File: config.mk
export PLATFORM = sky130hd
export DESIGN_NAME = ndls_ctrl
export DESIGN_NICKNAME = d
export VERILOG_FILES = /design/src/hdl/ndls_pkg.sv /design/src/hdl/ndls_ctrl.sv
export SDC_FILE = /design/constraint.sdc
export NUM_CORES = 1
export LEC_CHECK = 0
export BUFFER_PORTS_ARGS = -buffer_cell sky130_fd_sc_hd__buf_4
export CAP_MARGIN = 10
export CORE_UTILIZATION = 35
export CTS_CLUSTER_DIAMETER = 200
export CTS_CLUSTER_SIZE = 25
export DETAILED_ROUTE_END_ITERATION = 7
export GPL_TIMING_DRIVEN = 0
export PLACE_DENSITY_LB_ADDON = 0.25
export SYNTH_ARGS = -nofsm -noshare
export SYNTH_HDL_FRONTEND = slang
export SYNTH_SLANG_ARGS = --single-unit
File: constraint.sdc
create_clock -name clk -period 2.6 [get_ports clk]
set_input_delay 0.26 -clock clk [delete_from_list [all_inputs] [get_ports clk]]
set_output_delay 0.26 -clock clk [all_outputs]
set_load 0.1 [all_outputs]
File: src/hdl/ndls_pkg.sv
// Shared types and constants of the damped Newton line-search controller.
package ndls_pkg;

	localparam int MODE_WIDTH      = 2;
	localparam int CFG_INDEX_WIDTH = 3;
	localparam int CNT_WIDTH       = 16;
	localparam int REC_CNT_WIDTH   = 5;
	localparam int TENTH_DIVISOR   = 10;
	localparam int RES_TARGET_INIT = 16777;
	localparam int MAX_OUTER_INIT  = 100;

	typedef enum logic [MODE_WIDTH-1:0] {
		MODE_OUTER = 2'd0,
		MODE_INNER = 2'd1,
		MODE_TRIAL = 2'd2,
		MODE_INIT  = 2'd3
	} mode_t;

	typedef enum logic [CFG_INDEX_WIDTH-1:0] {
		CFG_INIT_OUTER  = 3'd0,
		CFG_INIT_DAMP   = 3'd1,
		CFG_MIN_DAMP    = 3'd2,
		CFG_MAX_REC     = 3'd3,
		CFG_RAISE_STEPS = 3'd4,
		CFG_RES_TARGET  = 3'd5,
		CFG_MAX_OUTER   = 3'd6
	} cfg_idx_t;

	typedef enum logic [2:0] {
		SEL_SQ1  = 3'd0,
		SEL_SQ2  = 3'd1,
		SEL_BSQ1 = 3'd2,
		SEL_ASQ2 = 3'd3,
		SEL_AD2  = 3'd4,
		SEL_BD1  = 3'd5,
		SEL_QD1  = 3'd6,
		SEL_DIV  = 3'd7
	} sel_t;

	typedef enum logic [2:0] {
		ST_IDLE     = 3'd0,
		ST_EVENT    = 3'd1,
		ST_MUL_GO   = 3'd2,
		ST_MUL_WAIT = 3'd3,
		ST_SIGNS    = 3'd4,
		ST_CHECK    = 3'd5,
		ST_DIV_WAIT = 3'd6,
		ST_RESULT   = 3'd7
	} state_t;

	typedef struct packed {
		logic ev;
		logic go;
		logic div_tenth;
		sel_t sel;
		logic mul_store;
		logic div_store;
		logic ls_halve;
	} cmd_t;

	typedef struct packed {
		logic need_ls;
		logic ls_ok;
		logic cmp_low;
		logic cmp_high;
		logic mdu_done;
	} status_t;

endpackage

File: src/hdl/ndls_ctrl.sv
// Controller: request handshake and sequencing of the line-search steps.
module ndls_ctrl (
	input  logic              clk,
	input  logic              arst_n,
	input  logic              in_valid,
	output logic              in_ready,
	output logic              out_valid,
	input  logic              out_ready,
	input  ndls_pkg::status_t status,
	output ndls_pkg::cmd_t    cmd
);
	import ndls_pkg::*;

	state_t st_q, st_n;
	sel_t   step_q, step_n, step_next;

	always_ff @(posedge clk or negedge arst_n) begin
		if (!arst_n) begin
			st_q   <= ST_IDLE;
			step_q <= SEL_SQ1;
		end else begin
			st_q   <= st_n;
			step_q <= step_n;
		end
	end

	always_comb begin
		unique case (step_q)
			SEL_SQ1:  step_next = SEL_SQ2;
			SEL_SQ2:  step_next = SEL_BSQ1;
			SEL_BSQ1: step_next = SEL_ASQ2;
			SEL_ASQ2: step_next = SEL_AD2;
			SEL_AD2:  step_next = SEL_BD1;
			default:  step_next = SEL_QD1;
		endcase
	end

	always_comb begin
		st_n      = st_q;
		step_n    = step_q;
		in_ready  = 1'b0;
		out_valid = 1'b0;
		cmd       = '0;
		cmd.sel   = step_q;
		unique case (st_q)
			ST_IDLE: begin
				in_ready = 1'b1;
				if (in_valid) begin
					cmd.ev = 1'b1;
					st_n   = ST_EVENT;
				end
			end
			ST_EVENT: begin
				if (status.need_ls) begin
					step_n = SEL_SQ1;
					st_n   = ST_MUL_GO;
				end else begin
					st_n = ST_RESULT;
				end
			end
			ST_MUL_GO: begin
				cmd.go = 1'b1;
				st_n   = ST_MUL_WAIT;
			end
			ST_MUL_WAIT: begin
				if (status.mdu_done) begin
					cmd.mul_store = 1'b1;
					if (step_q == SEL_BD1) begin
						st_n = ST_SIGNS;
					end else if (step_q == SEL_QD1) begin
						st_n = ST_CHECK;
					end else begin
						step_n = step_next;
						st_n   = ST_MUL_GO;
					end
				end
			end
			ST_SIGNS: begin
				if (status.ls_ok) begin
					step_n = SEL_QD1;
					st_n   = ST_MUL_GO;
				end else begin
					cmd.ls_halve = 1'b1;
					st_n         = ST_RESULT;
				end
			end
			ST_CHECK: begin
				if (status.cmp_low || !status.cmp_high) begin
					cmd.go        = 1'b1;
					cmd.sel       = SEL_DIV;
					cmd.div_tenth = status.cmp_low;
					st_n          = ST_DIV_WAIT;
				end else begin
					cmd.ls_halve = 1'b1;
					st_n         = ST_RESULT;
				end
			end
			ST_DIV_WAIT: begin
				cmd.sel = SEL_DIV;
				if (status.mdu_done) begin
					cmd.div_store = 1'b1;
					st_n          = ST_RESULT;
				end
			end
			ST_RESULT: begin
				out_valid = 1'b1;
				if (out_ready) begin
					st_n = ST_IDLE;
				end
			end
			default: st_n = ST_IDLE;
		endcase
	end

	a_done_wait: assert property (@(posedge clk) disable iff (!arst_n)
		status.mdu_done |-> (st_q == ST_MUL_WAIT || st_q == ST_DIV_WAIT))
		else $error("unit finished outside a wait state");
	a_result_hold: assert property (@(posedge clk) disable iff (!arst_n)
		(out_valid && !out_ready) |=> out_valid)
		else $error("result dropped before it was taken");
	a_one_side: assert property (@(posedge clk) disable iff (!arst_n) !(in_ready && out_valid))
		else $error("request taken while a result is pending");

endmodule

## Word level (Yosys, flattened, before mapping)

Index checks and enable logic that the tools add are counted.

- Register bits: 6
- Input port bits: 9
- Output and inout bits: 11
- Word-level logic and storage cells: 61

- Eq/ne operators: 21
- Multiplexer cells: 31
- Reduce and logical (&&, ||, !) cells: 7

Operators with widths:

| cell | count |
|---|---|
| 3-bit 2-to-1 mux | 13 |
| 3-bit case mux with 8 select lines | 1 |
| 3-bit equality test, second input constant | 7 |
| 2-bit inequality test, second input constant | 8 |
| 3-bit case mux with 5 select lines | 1 |
| 3-bit by 2-bit equality test with 1-bit output, second input constant | 4 |
| 1-bit 2-to-1 mux | 11 |
| 3-bit case mux with 3 select lines | 1 |
| 3-bit by 1-bit equality test with 1-bit output, second input constant | 2 |
| 3-bit zero test | 2 |
| 3-bit case mux with 2 select lines | 1 |
| 6-bit AND reduction | 1 |
| 5-bit 2-to-1 mux | 1 |
| 1-bit case mux with 2 select lines | 2 |
| 4-bit AND reduction | 1 |
| 3-bit nonzero test | 1 |
| 1-bit zero test | 1 |
| 1-bit logical OR | 1 |

## Depth between registers and ports, before layout

- Word-level depth: 6
- Depth in mapped cells: 6
- Depth with buffers taken out: 4

## Worst setup path before layout

No wires, ideal clock.

- Path kind: reg-to-output
- From: register st_q[0]
- To: output port cmd[8] (netlist name)
- Data arrival time: 2.811 ns
- Required time: 2.340 ns
- Setup slack: -0.471 ns
- Cell stages (with the launch flop): 5
- Path buffers: 2
- Path through: dfrtp_1 buf_2 buf_4 nor3_2 and2_1

RTL lines:

| item | line | RTL |
|---|---|---|
| start, declared | ndls_ctrl.sv:14 | `state_t st_q, st_n;` |
| start signal, assigned | ndls_ctrl.sv:22 | `st_q <= st_n;` |
| end, declared | ndls_ctrl.sv:10 | `output ndls_pkg::cmd_t cmd` |

==> flow_summary.ini <==
[sta]
period_share = 0.727
tightestPinTransition_ns = 0.379
period_minus_slack_ns = 1.89
rsz0062_at_grt = no
fin_tns_setup_ns = 0
fmax_mhz = 529
maxSlewViolCount = 0
setup_viol = 0
finalHoldViolCount = 0
skew_ns = 0.000420
relSlewSlack = 0.745

[floorplanning]
dieArea_um2 = 1910
dieHeight_um = 43.7
rows = 14
start_util = 0.391
core-area_um2 = 1560
io_pins = 20
die-width_um = 43.7

[cts]
clk_pin_slew_ns = 0.05
cts-root-buf = clkbuf_4
ctsHtreeMaxLevel = 1
cts_resized = 0
clock_latency_ns = 0.25
cts_setup_buffers = 0
numCtsBuffers = 3
numClockSinks = 6
cts_hold_buf = 1
cts_tree = built
clock_path_buffers = 2

[logic_synthesis]
ys_ff_latch = 6
seq_area_frac_synth = 0.246
synth_area_um2 = 609
synthTopCellsByArea = dfrtp_1 25%, nand2b_1 9.2%, nand3b_1 4.9%
synth_edf_count = 0
yosysMostFrequentCell = nand2b_1
synth_nets = 89
ys_async_sr_fraction = 1.00
syn_inst = 80
ys_top_cells_by_count = 9 x nand2b_1, 7 x nor2_1, 6 x dfrtp_1, 6 x nand2_1
synthDominantCellAreaShare = 0.246
ys_types = 38
synth_ff_type = dfrtp_1
synth_area_per_cell_um2 = 7.62
yosys_warnings = 0
synth_top_area_cell = dfrtp_1

[route]
ant_nets = 0
vias = 681
firstDrtPassIters = 6
vias_per_cell = 5.72
drt_first_iter_violations = 9
wl_per_cell_um = 12.9
routed_wirelength_mm = 1.53
drc = 1

[global_routing]
busiest_layer = met2
grt_max_degree = 11
grt-ovfl-total = 0
grt_use_met3 = 0.0583
antenna_found_initial = 0
grtUsageMet2 = 0.290
gr-usage-met1 = 0.245
grt_pass1_vias = 618
grt.total_usage = 0.187
grt_pass1_wl_mm = 2.67

[finish]
layout-drive-gt1-share = 0.340
design_area_um2 = 812
multi_input_area_um2 = 417
syn2layout_area_growth_pct = 33.3
fin_nets = 114
antennaDiodeCount = 0
num-fill-cells = 161
regArea_um2 = 150

[run]
drv_cap = 0

[critical_path]
path_max_fanout = 10
crit_type = flip-flop to output port
arrival_ns = 1.63
r2r_cells = 4
required_ns = 2.34
cp-start-kind = flip-flop
worstSetupEndpointType = output port

[worst_hold_path]
whs_path_depth = 4
hold_class = primary input to flip-flop

[placed_design]
dp_hpwl_mm = 1.18
place_congestion = 0.866
port_buffers = 19
place_area_um2 = 779

[status]
status = finished, violations left
violations = DRC
[routing by layer]
layer / vias up / part of all wire
met5: - / 0
met3: 2 / 0.054
met2: 23 / 0.47
li1: 336 / -
met4: 0 / 0.0098
met1: 320 / 0.47
[sequential cells by signal (all words and copies together), names as in the netlist]
register and cells:
st_q 3, step_q 3
[path summary, 6_finish.rpt]
check                           from         to  slack (ns)
setup / recovery             st_q[0]     cmd[7]        0.71
min in group asynchronous     arst_n    st_q[1]        0.36
max in group asynchronous     arst_n  step_q[0]        2.13
setup reg to reg             st_q[0]    st_q[2]        1.23
hold / removal             out_ready    st_q[2]        0.34
hold reg to reg            step_q[0]  step_q[0]        0.64
[layout make-up]
| cell class | instances | share of cell area |
|---|---|---|
| Tap cell | 16 | 0.0247 |
| Multi-Input combinational cell | 65 | 0.513 |
| Timing Repair Buffer | 20 | 0.188 |
| Inverter | 2 | 0.00924 |
| Sequential cell | 6 | 0.185 |
| Clock buffer | 3 | 0.0277 |
| Buffer | 7 | 0.0524 |
[worst max-delay path, cell delays in order, from the launching register on]
cell and delay [ns]:
dfrtp_1 0.31, buf_2 0.19, buf_4 0.22, inv_2 0.05
nor2_1 0.11, nand2_1 0.06, o22ai_1 0.13, buf_4 0.31
[per-stage QoR]
stage | worst slack, ns | hold slack [ns] | instances | utilization
6_report | 0.710 | 0.340 | 119 | 0.521
3_3_place_gp | 0.987 | 0.0675 | 115 | 0.500
2_1_floorplan | 0.0174 | -0.0356 | 80 | -
5_1_grt | 0.583 | 0.356 | 119 | 0.521
3_5_place_dp | 0.977 | 0.0710 | 115 | 0.500
4_1_cts | 0.711 | 0.342 | 119 | 0.521
[cells in the final DEF, fill, tap and decap left out, types with 2 or more instances in the layout]
master and count:
nand2_1 6, buf_2 4, clkbuf_4 3, nor4_1 2
a31oi_1 3, nand2b_1 9, a21boi_1 2, a21oi_1 2
o22ai_1 3, o21ai_1 3, o31ai_1 2, dfrtp_1 6
buf_4 22, nor2_1 7, nand3b_1 4
[cells by family after synthesis]
family,share of synthesized area
muxes,0.0164
AOI/OAI and AO/OA,0.267
buffers and inverters,0.0821
and+or+nand+nor,0.374
xor gates and xnor gates,0.0144
DFF,0.246
Power is not shown: default switching activity piles up to over one toggle a cycle in this logic, so the estimate is an artifact.
